`src/rtl/pafe_pkg.sv`:
```
// Shared types, codeword constants and BCH(31,21) helpers for the POCSAG frame encoder.
package pafe_pkg;

  localparam logic [31:0] SYNC_WORD     = 32'h7CD215D8;
  localparam logic [31:0] IDLE_WORD     = 32'h7A89C197;
  localparam logic [31:0] PREAMBLE_WORD = 32'hAAAAAAAA;
  localparam logic [31:0] BCH_POLY      = 32'hED200000;
  localparam logic [6:0]  EOT_CHAR      = 7'h04;
  localparam int unsigned MSG_BITS      = 20;
  localparam int unsigned DATA_BITS     = 21;
  localparam int unsigned CHECK_BITS    = 10;

  typedef struct packed {
    logic [6:0] char_rev;
    logic       has_char;
    logic       last;
  } pafe_cmd_t;

  function automatic logic [6:0] rev7(input logic [6:0] c);
    logic [6:0] r;
    for (int i = 0; i < 7; i++) begin
      r[i] = c[6-i];
    end
    return r;
  endfunction

  function automatic logic [CHECK_BITS-1:0] bch_row(input int unsigned j);
    logic [31:0] r;
    r = 32'h1 << j;
    for (int i = 0; i < DATA_BITS; i++) begin
      if (r[31]) begin
        r = r ^ BCH_POLY;
      end
      r = r << 1;
    end
    return r[31:22];
  endfunction

  function automatic logic [DATA_BITS-1:0][CHECK_BITS-1:0] bch_table();
    logic [DATA_BITS-1:0][CHECK_BITS-1:0] t;
    for (int k = 0; k < DATA_BITS; k++) begin
      t[k] = bch_row(k + 11);
    end
    return t;
  endfunction

  localparam logic [DATA_BITS-1:0][CHECK_BITS-1:0] BCH_TABLE = bch_table();

  // d is codeword bits 31..11
  function automatic logic [31:0] add_check(input logic [DATA_BITS-1:0] d);
    logic [CHECK_BITS-1:0] chk;
    logic [31:0]           w;
    chk = '0;
    for (int k = 0; k < DATA_BITS; k++) begin
      if (d[k]) begin
        chk = chk ^ BCH_TABLE[k];
      end
    end
    w    = {d, chk, 1'b0};
    w[0] = ^w;
    return w;
  endfunction

endpackage

```
`src/rtl/pafe_front.sv`:
```
// Input side: accepts characters, bit-reverses them and queues commands for the back end.
module pafe_front
  import pafe_pkg::*;
(
  input  logic       clk,
  input  logic       rst_n,
  input  logic       in_push,
  output logic       in_full,
  input  logic [6:0] in_character,
  input  logic       in_has_char,
  input  logic       in_last,
  output logic       cmd_empty,
  input  logic       cmd_pop,
  output pafe_cmd_t  cmd
);

  pafe_cmd_t  q_r [2];
  logic       wr_ptr_r, wr_ptr_nxt;
  logic       rd_ptr_r, rd_ptr_nxt;
  logic [1:0] count_r, count_nxt;
  logic       do_push, do_pop;

  assign in_full   = (count_r == 2'd2);
  assign cmd_empty = (count_r == 2'd0);
  assign cmd       = q_r[rd_ptr_r];
  assign do_push   = in_push && !in_full;
  assign do_pop    = cmd_pop && !cmd_empty;

  always_comb begin
    wr_ptr_nxt = wr_ptr_r ^ do_push;
    rd_ptr_nxt = rd_ptr_r ^ do_pop;
    count_nxt  = count_r + {1'b0, do_push} - {1'b0, do_pop};
  end

  always_ff @(posedge clk) begin
    if (!rst_n) begin
      wr_ptr_r <= 1'b0;
      rd_ptr_r <= 1'b0;
      count_r  <= 2'd0;
    end else begin
      wr_ptr_r <= wr_ptr_nxt;
      rd_ptr_r <= rd_ptr_nxt;
      count_r  <= count_nxt;
    end
  end

  always_ff @(posedge clk) begin
    if (do_push) begin
      q_r[wr_ptr_r] <= '{char_rev: rev7(in_character), has_char: in_has_char, last: in_last};
    end
  end

endmodule

```
`src/rtl/pafe_back.sv`:
```
// Codeword sequencer: framing, bit packing, batch fill and the output register.
module pafe_back
  import pafe_pkg::*;
#(
  parameter int PREAMBLE_BITS = 576
) (
  input  logic        clk,
  input  logic        rst_n,
  input  pafe_cmd_t   cmd,
  input  logic        cmd_empty,
  output logic        cmd_pop,
  input  logic [20:0] pager_address,
  output logic        out_empty,
  input  logic        out_pop,
  output logic [31:0] out_codeword,
  output logic        out_end_of_transmission
);

  localparam int PRE_WORDS = PREAMBLE_BITS / 32;
  localparam int PRE_W     = $clog2(PRE_WORDS + 1);

  typedef enum logic [7:0] {
    S_IDLE  = 8'b0000_0001,
    S_PRE   = 8'b0000_0010,
    S_FRAME = 8'b0000_0100,
    S_CHAR  = 8'b0000_1000,
    S_MSG   = 8'b0001_0000,
    S_EOT   = 8'b0010_0000,
    S_PAD   = 8'b0100_0000,
    S_FILL  = 8'b1000_0000
  } state_t;

  state_t           state_r, state_nxt;
  logic [PRE_W-1:0] pre_cnt_r, pre_cnt_nxt;
  logic [25:0]      store_r, store_nxt;
  logic [4:0]       held_r, held_nxt;
  logic [3:0]       slot_r, slot_nxt;
  logic             sync_sent_r, sync_sent_nxt;
  logic             started_r, started_nxt;
  logic             closing_r, closing_nxt;
  logic             out_valid_r, out_valid_nxt;
  logic [31:0]      out_word_r;
  logic             out_eot_r;

  logic             emit_ok, emit, eot;
  logic [31:0]      word;
  logic             sync_due;
  logic [3:0]       slot_inc;
  logic [4:0]       held_after;
  logic [4:0]       held_add;
  logic [19:0]      msg_bits, pad_bits;
  logic [25:0]      store_app_char, store_app_eot;

  assign emit_ok        = !out_valid_r || out_pop;
  assign sync_due       = (slot_r == 4'd0) && !sync_sent_r;
  assign slot_inc       = slot_r + 4'd1;
  assign held_after     = held_r - 5'd20;
  assign held_add       = held_r + 5'd7;
  assign msg_bits       = 20'(store_r >> held_after);
  assign pad_bits       = store_r[19:0] << (5'd20 - held_r);
  assign store_app_char = {store_r[18:0], cmd.char_rev};
  assign store_app_eot  = {store_r[18:0], rev7(EOT_CHAR)};

  always_comb begin
    state_nxt     = state_r;
    pre_cnt_nxt   = pre_cnt_r;
    store_nxt     = store_r;
    held_nxt      = held_r;
    slot_nxt      = slot_r;
    sync_sent_nxt = sync_sent_r;
    started_nxt   = started_r;
    closing_nxt   = closing_r;
    emit          = 1'b0;
    eot           = 1'b0;
    word          = '0;
    cmd_pop       = 1'b0;
    case (state_r)
      S_IDLE: begin
        if (!cmd_empty) begin
          if (started_r) begin
            state_nxt = S_CHAR;
          end else begin
            state_nxt   = S_PRE;
            pre_cnt_nxt = '0;
          end
        end
      end
      S_PRE: begin
        if (emit_ok) begin
          emit = 1'b1;
          word = PREAMBLE_WORD;
          if (pre_cnt_r == PRE_W'(PRE_WORDS - 1)) begin
            state_nxt     = S_FRAME;
            slot_nxt      = '0;
            store_nxt     = '0;
            held_nxt      = '0;
            sync_sent_nxt = 1'b0;
          end else begin
            pre_cnt_nxt = pre_cnt_r + PRE_W'(1);
          end
        end
      end
      S_FRAME: begin
        if (emit_ok) begin
          emit = 1'b1;
          if (sync_due) begin
            word          = SYNC_WORD;
            sync_sent_nxt = 1'b1;
          end else begin
            slot_nxt      = slot_inc;
            sync_sent_nxt = 1'b0;
            if (slot_r == {pager_address[2:0], 1'b0}) begin
              word        = add_check({1'b0, pager_address[20:3], 2'b11});
              started_nxt = 1'b1;
              state_nxt   = S_CHAR;
            end else begin
              word = IDLE_WORD;
            end
          end
        end
      end
      S_CHAR: begin
        closing_nxt = 1'b0;
        if (cmd.has_char) begin
          store_nxt = store_app_char;
          held_nxt  = held_add;
          state_nxt = (held_add >= 5'd20) ? S_MSG : S_EOT;
        end else begin
          state_nxt = S_EOT;
        end
      end
      S_MSG: begin
        if (emit_ok) begin
          emit = 1'b1;
          if (sync_due) begin
            word          = SYNC_WORD;
            sync_sent_nxt = 1'b1;
          end else begin
            word          = add_check({1'b1, msg_bits});
            held_nxt      = held_after;
            store_nxt     = store_r & ((26'd1 << held_after) - 26'd1);
            slot_nxt      = slot_inc;
            sync_sent_nxt = 1'b0;
            if (closing_r) begin
              eot       = (slot_inc == 4'd0) && (held_after == 5'd0);
              state_nxt = S_PAD;
            end else begin
              state_nxt = S_EOT;
            end
          end
        end
      end
      S_EOT: begin
        if (cmd.last) begin
          store_nxt   = store_app_eot;
          held_nxt    = held_add;
          closing_nxt = 1'b1;
          state_nxt   = (held_add >= 5'd20) ? S_MSG : S_PAD;
        end else begin
          cmd_pop   = 1'b1;
          state_nxt = S_IDLE;
        end
      end
      S_PAD: begin
        if (held_r == 5'd0) begin
          state_nxt = S_FILL;
        end else if (emit_ok) begin
          emit = 1'b1;
          if (sync_due) begin
            word          = SYNC_WORD;
            sync_sent_nxt = 1'b1;
          end else begin
            word          = add_check({1'b1, pad_bits});
            held_nxt      = '0;
            store_nxt     = '0;
            slot_nxt      = slot_inc;
            sync_sent_nxt = 1'b0;
            eot           = (slot_inc == 4'd0);
            state_nxt     = S_FILL;
          end
        end
      end
      S_FILL: begin
        if (slot_r == 4'd0) begin
          cmd_pop       = 1'b1;
          started_nxt   = 1'b0;
          store_nxt     = '0;
          held_nxt      = '0;
          sync_sent_nxt = 1'b0;
          closing_nxt   = 1'b0;
          state_nxt     = S_IDLE;
        end else if (emit_ok) begin
          emit     = 1'b1;
          word     = IDLE_WORD;
          slot_nxt = slot_inc;
          eot      = (slot_inc == 4'd0);
        end
      end
      default: begin
        state_nxt = S_IDLE;
      end
    endcase
  end

  always_comb begin
    out_valid_nxt = out_valid_r;
    if (emit) begin
      out_valid_nxt = 1'b1;
    end else if (out_pop) begin
      out_valid_nxt = 1'b0;
    end
  end

  always_ff @(posedge clk) begin
    if (!rst_n) begin
      state_r     <= S_IDLE;
      pre_cnt_r   <= '0;
      store_r     <= '0;
      held_r      <= '0;
      slot_r      <= '0;
      sync_sent_r <= 1'b0;
      started_r   <= 1'b0;
      closing_r   <= 1'b0;
      out_valid_r <= 1'b0;
    end else begin
      state_r     <= state_nxt;
      pre_cnt_r   <= pre_cnt_nxt;
      store_r     <= store_nxt;
      held_r      <= held_nxt;
      slot_r      <= slot_nxt;
      sync_sent_r <= sync_sent_nxt;
      started_r   <= started_nxt;
      closing_r   <= closing_nxt;
      out_valid_r <= out_valid_nxt;
    end
  end

  always_ff @(posedge clk) begin
    if (emit) begin
      out_word_r <= word;
      out_eot_r  <= eot;
    end
  end

  assign out_empty               = !out_valid_r;
  assign out_codeword            = out_word_r;
  assign out_end_of_transmission = out_eot_r;

endmodule

```
`src/rtl/pocsag_alpha_frame_encoder.sv`:
```
// Top level of the POCSAG alphanumeric frame encoder with address register.
// Throughput: up to one codeword per cycle while out_pop drains the output register; a character
// with no framing steps the sequencer through a queue check, an append, an optional sync and
// message word, and a pop. The first item adds PREAMBLE_BITS/32 preamble words and the frame
// words up to the address slot; the last adds batch fill.
// Synchronous active-low reset clears queue, sequencer, output register and address.
module pocsag_alpha_frame_encoder
  import pafe_pkg::*;
#(
  parameter int PREAMBLE_BITS = 576
) (
  input  logic        clk,
  input  logic        rst_n,
  input  logic        in_push,
  output logic        in_full,
  input  logic [6:0]  in_character,
  input  logic        in_has_char,
  input  logic        in_last,
  output logic        out_empty,
  input  logic        out_pop,
  output logic [31:0] out_codeword,
  output logic        out_end_of_transmission,
  input  logic        cfg_write_en,
  input  logic [20:0] cfg_pager_address
);

  logic [20:0] pager_address_r;
  pafe_cmd_t   cmd;
  logic        cmd_empty;
  logic        cmd_pop;

  always_ff @(posedge clk) begin
    if (!rst_n) begin
      pager_address_r <= '0;
    end else if (cfg_write_en) begin
      pager_address_r <= cfg_pager_address;
    end
  end

  pafe_front u_front (
    .clk          (clk),
    .rst_n        (rst_n),
    .in_push      (in_push),
    .in_full      (in_full),
    .in_character (in_character),
    .in_has_char  (in_has_char),
    .in_last      (in_last),
    .cmd_empty    (cmd_empty),
    .cmd_pop      (cmd_pop),
    .cmd          (cmd)
  );

  pafe_back #(
    .PREAMBLE_BITS (PREAMBLE_BITS)
  ) u_back (
    .clk                     (clk),
    .rst_n                   (rst_n),
    .cmd                     (cmd),
    .cmd_empty               (cmd_empty),
    .cmd_pop                 (cmd_pop),
    .pager_address           (pager_address_r),
    .out_empty               (out_empty),
    .out_pop                 (out_pop),
    .out_codeword            (out_codeword),
    .out_end_of_transmission (out_end_of_transmission)
  );

endmodule

```
`config.mk`:
```
export PLATFORM = sky130hd
export DESIGN_NAME = pocsag_alpha_frame_encoder
export DESIGN_NICKNAME = d
export VERILOG_FILES = /design/src/rtl/pafe_pkg.sv /design/src/rtl/pafe_front.sv /design/src/rtl/pafe_back.sv /design/src/rtl/pocsag_alpha_frame_encoder.sv
export SDC_FILE = /design/constraint.sdc
export NUM_CORES = 1
export LEC_CHECK = 0
export BUFFER_PORTS_ARGS = -buffer_cell sky130_fd_sc_hd__buf_2
export CAP_MARGIN = 30
export CORE_MARGIN = 5
export CORE_UTILIZATION = 50
export CTS_CLUSTER_SIZE = 30
export DETAILED_ROUTE_END_ITERATION = 10
export PLACE_DENSITY = 0.67
export SYNTH_ARGS = -nofsm -noshare
export SYNTH_HDL_FRONTEND = slang
export SYNTH_SLANG_ARGS = --single-unit
```
`constraint.sdc`:
```
create_clock -name clk -period 5.91 [get_ports clk]
set_input_delay 0.8865 -clock clk [delete_from_list [all_inputs] [get_ports clk]]
set_output_delay 0.8865 -clock clk [all_outputs]
set_load 0.05 [all_outputs]
```
# Word level (Yosys, flattened, before mapping)
# Memories as Yosys holds them, arrays and structs flattened. A register that Yosys moved wholly into a read port is not among the register bits.
# Index checks and enable logic that the tools add are counted.
# totals
regBits	110
ram_bits	18
in_bits	35
out_inout_bits	35
elab_cells	538
n_memories	1
# classes
n_addsub	8
magnitude_cmp	1
n_eq_ne	31
shift	3
mux	385
bitwise	62
reduce_logical	32
# mem_list
name	depth	word_bits	read_ports	rd_ports_with_merged_regs	write_ports	line	rtl
u_front.q_r	2	9	1	1	1	pafe_front.sv:17	pafe_cmd_t q_r [2];
# ops
operator	count
$mux 10	256
$mux 32	9
$mux 26	10
$mux 8	23
$mux 9	20
$pmux 32 s5	1
$pmux 26 s6	1
$not 7->7	21
$reduce_xor 32->1	3
$mux 5	14
$not 6->6	11
$pmux 8 s8	1
$mux 31	2
$not 4->4	15
$not 5->5	9
$mux 4	8
$pmux 5 s6	1
$mux 1	28
$and 26x26->26	1
$shl 1x5->26 const A	1
$shr 26x5->20	1
$sub 26x1->26 const B	1
$not 8->8	3
$reduce_and 11->1	2
47 further kinds	80

# Logic depth before layout (Yosys ltp)
# logic_depth
ltp_word	131
mapped_depth	19
mapped_depth_nobuf	14

# Modules after synthesis
# Synthesis repeated with hierarchy kept, for this count alone.
# hier_totals
cells_unflattened	1316
area_unflattened_um2	12034.0
# by_module_without_submodules
module	instances	cells_per_inst	area_each_um2	seq_area_each_um2
pafe_back	1	1195	10302.4	2031.9
pafe_front	1	53	910.9	640.6
pocsag_alpha_frame_encoder	1	68	820.8	420.4

# Least setup slack after synthesis
# No wires, ideal clock.
# synth_path
kind	flip-flop to flip-flop
start	register u_back.held_r[1]
end	register u_back.out_word_r[0] (netlist: u_back.out_codeword[0]), data pin
setup_ps	267
arrival_ps	4474
t_required_ps	5643
slack_ps	1169
path_stages_with_launch	18
n_path_buf	6
period_less_slack_ps	4741
cell_sequence	dfxtp_1 clkbuf_2 clkinv_1 buf_4 buf_4 ha_1 ha_1 buf_2 clkbuf_1 buf_1 nand3_1 a41oi_1 xor2_1 xnor2_1 xnor3_1 xor3_1 xnor3_1 o221ai_2
# synth_via
elab_chain_cells	125
elab_cells_between_ends	240
cone_classes	add/sub: 2; shift: 2; mux: 193; bitwise: 40; reduce/logical: 3
# synth_rtl
element	line	rtl
start: declaration	pafe_back.sv:36	logic [4:0] held_r, held_nxt;
start signal: assignment	pafe_back.sv:229	held_r <= held_nxt;
$sub 5x5->5	pafe_back.sv:60	assign pad_bits = store_r[19:0] << (5'd20 - held_r);
$shl 20x5->20	pafe_back.sv:60	
$mux 10	pafe_pkg.sv:55	if (d[k]) begin
$mux 10	pafe_back.sv:169	if (sync_due) begin
$mux 10	pafe_back.sv:167	end else if (emit_ok) begin
$mux 10	pafe_back.sv:165	if (held_r == 5'd0) begin
$mux 10	pafe_back.sv:77	case (state_r)
$mux 9	pafe_pkg.sv:55	
[110 not listed]	--	
$mux 10	pafe_back.sv:165	
$mux 10	pafe_back.sv:77	
$reduce_xor 32->1	pafe_pkg.sv:60	w[0] = ^w;
$mux 32	pafe_back.sv:169	
$mux 32	pafe_back.sv:167	
$mux 32	pafe_back.sv:165	
$pmux 32 s5 (*)	pafe_back.sv:77	
via u_back.word[0]	pafe_back.sv:46	logic [31:0] word;
end signal: assignment	pafe_back.sv:240	out_word_r <= word;
end: declaration	pafe_back.sv:42	logic [31:0] out_word_r;
# Mark *: on every way through the listed nets, which the timed path passes. The rest lies on a longest branch. The select of a mux whose other input is x is not followed.
# A chain may end at the register's enable or synchronous reset.

# Worst setup path after layout
# layout_path
start	register u_back.held_r[0]
end	register u_back.out_word_r[0] (netlist: u_back.out_codeword[0]), data pin
# Same word-level chain as after synthesis.

==> reports/results.txt <==
initial antenna violation count: 0
top cells by count, synth: xnor2_1, nand2_1, o21ai_0, nor2_1, dfxtp_1
num rows: 57
final setup fails: 0
Post-Synthesis Net Count: 1,392
Yosys reg bits: 129
Hold-fix buffers, CTS: 0
# IOs: 70
routability-driven placement congestion ratio: 1.024
measured slew at the worst slew-check pin: 1021 ps
placed cells: 1,654
DRT antenna net count: 0
startpoint types: register
Total GRT Usage: 24.74%
Post-Layout Cell Count: 1,687
Cell Pwr Density: 197.6 nW/µm²
first-pass GRT wire length: 55,700 µm
CP required: 6060 ps
Place WS: 1091 ps
Clock Sinks: 129
Via density: 6.162
total via count in the routed design: 10,396
Synth area leader: dfxtp_1
fin crit period: 4893 ps
Hold WS: 515.2 ps
CP arrival: 5040 ps
Syn Std Cell Area: 12,220 µm²
Synth top area share: 12.78%
final total power: 2.626 mW
Initial DRC Count: 1,200
Unique masters post-synth: 95
Die X: 166.3 µm
CP endpoint kind: register
f_max: 204.4 MHz
port bufs: 69
max cap viols: 0
layout cells sized above 1: 16.58%
post-synthesis sequential area ratio: 25.31%
synth top area cells: dfxtp_1, edfxtp_1, xnor2_1
CTS tree: done
worst relative slew slack: 31.75%
vias in the first global route: 9,768
Post-synth EDFFs: 51
maximum VDD drop: 0.1354 mV
Ant. Diodes: 0
Final Hold Vio Count: 0
area grow syn2layout: 8.766%
root buffer cell: clkbuf_16
Leakage: 4.839 nW
Skew-Pair Late Insertion Delay: 430 ps
Starting Density: 50.54%
Pre-antenna DRT Iters: 6
core area: 24,180 µm²
Residual DRC: 0
most common cell in the netlist: xnor2_1
period utilization: 82.78%
largest net degree at the start of global routing: 70
grt ovf: 0
detailed-route wire length per cell: 20.87 µm
CP Class: reg -> reg
setup ws final: 1017 ps
count of yosys warnings during synthesis: 0
final net count: 1,408
PostCTS Resize Cnt: 0
DP HPWL: 26,260 µm
fill count: 2,169
Sequential cell area: 3098 µm²
skew final: 9.326 ps
asr flop ratio synth: 0%
CTS H-tree depth: 4
Hold/Removal Path Class: reg -> reg
syn avg cell area: 9.159 µm²
clock-pin slew on the worst setup and hold paths: 70 ps
Crit Path Max Fanout: 24
Syn Inst Count: 1,334
predominant post-synthesis flop cell: dfxtp_1
placed cell area: 12,670 µm²
post-route cell area: 13,290 µm²
multi-input logic area: 8499 µm²
setup bufs post-CTS: 0
Fin Setup TNS: 0 ps
Die Ht: 166.3 µm
outcome: finished, final reports clean
fin. max-slew vios: 0
RSZ-0062 raised after global routing: false
Max clock buf depth: 2
CTS Buf Count: 17
die area: 27,660 µm²
fin util: 54.97%
total wire length: 35,210 µm
-- cell families (layout without fill, tap and decap cells) --
family / after synthesis / count (layout) / share of synthesized area, %
AO/OA/AOI/OAI: 318 / 318 / 17.42
XOR/XNOR: 234 / 234 / 19.43
adder cells (fa/ha/maj): 23 / 23 / 2.355
buffers and inverters: 123 / 152 / 5.366
flip-flops: 129 / 129 / 25.31
multiplexers: 127 / 127 / 15.09
AND/OR/NAND/NOR: 380 / 380 / 15.02
-- worst paths after layout --
check | slack (ps) | depth (start not counted) | endpoint | startpoint
setup / recovery | 1020 | 13 | u_back.out_codeword[0] | u_back.held_r[0]
hold / removal | 520 | 2 | u_back.state_r[4] | u_back.state_r[4]
setup reg to reg | 1020 | 13 | u_back.out_codeword[0] | u_back.held_r[0]
hold reg to reg | 520 | 2 | u_back.state_r[4] | u_back.state_r[4]
-- metal layers --
| metal | part of all wire [%] | global-route usage (%) | up-vias |
|---|---|---|---|
| met2 | 47 | 39.86 | 494 |
| met4 | 2.4 | 7.186 | 0 |
| met5 | 0 | 0 | - |
| met1 | 43 | 34.61 | 4969 |
| met3 | 8.0 | 3.975 | 68 |
| li1 | - | - | 4865 |
-- worst max-delay path: stages, from the launching register on --
cell and delay [ps]:
dfxtp_4 380, inv_1 80, ha_1 850, mux2_2 430, mux2i_1 350, o22ai_1 140
a21oi_1 220, a31oi_1 140, xnor2_1 390, xnor3_1 440, xnor3_1 430, xor3_1 400
xnor3_1 250, o221ai_2 100
-- state kept, by name, summed over array words and instances, names as in the netlist, 4 cells and up, named ones only --
signal               cells
pager_address_r         21
u_front.q_r             18
u_back.held_r            5
u_back.state_r           8
u_back.slot_r            4
u_back.pre_cnt_r         5
u_back.store_r          26
u_back.out_codeword     32
-- report_power, final --
group	switching, mW	internal (mW)
registers	0.0385	0.966
logic	0.325	0.233
clock network	0.462	0.600
total	0.826	1.80
-- placed cells by master, fill, tap and decap left out, drive strengths merged, types with 9 or more instances in the layout --
cell,count
dfxtp,78
nor2,81
a21boi,13
nand3,34
o31ai,9
a31oi,11
mux2,20
nand2,123
nor2b,55
a21oi,70
mux2i,67
nor3,26
buf,99
o21ai,95
inv,28
xnor3,14
a211oi,10
nand2b,9
o211ai,9
a22oi,23
ha,23
mux4,40
o22ai,12
and2,16
xor2,58
clkbuf,17
edfxtp,51
xnor2,157
-- final cells by class --
type,instances,area share [%]
clock buffer,17,3.201
clock inverter,15,1.252
inverter,21,0.5932
multi-input combinational,1082,63.96
sequential,129,23.31
tap,324,3.051
timing repair buffer,99,4.632
Power figures use the tool's default switching activity.
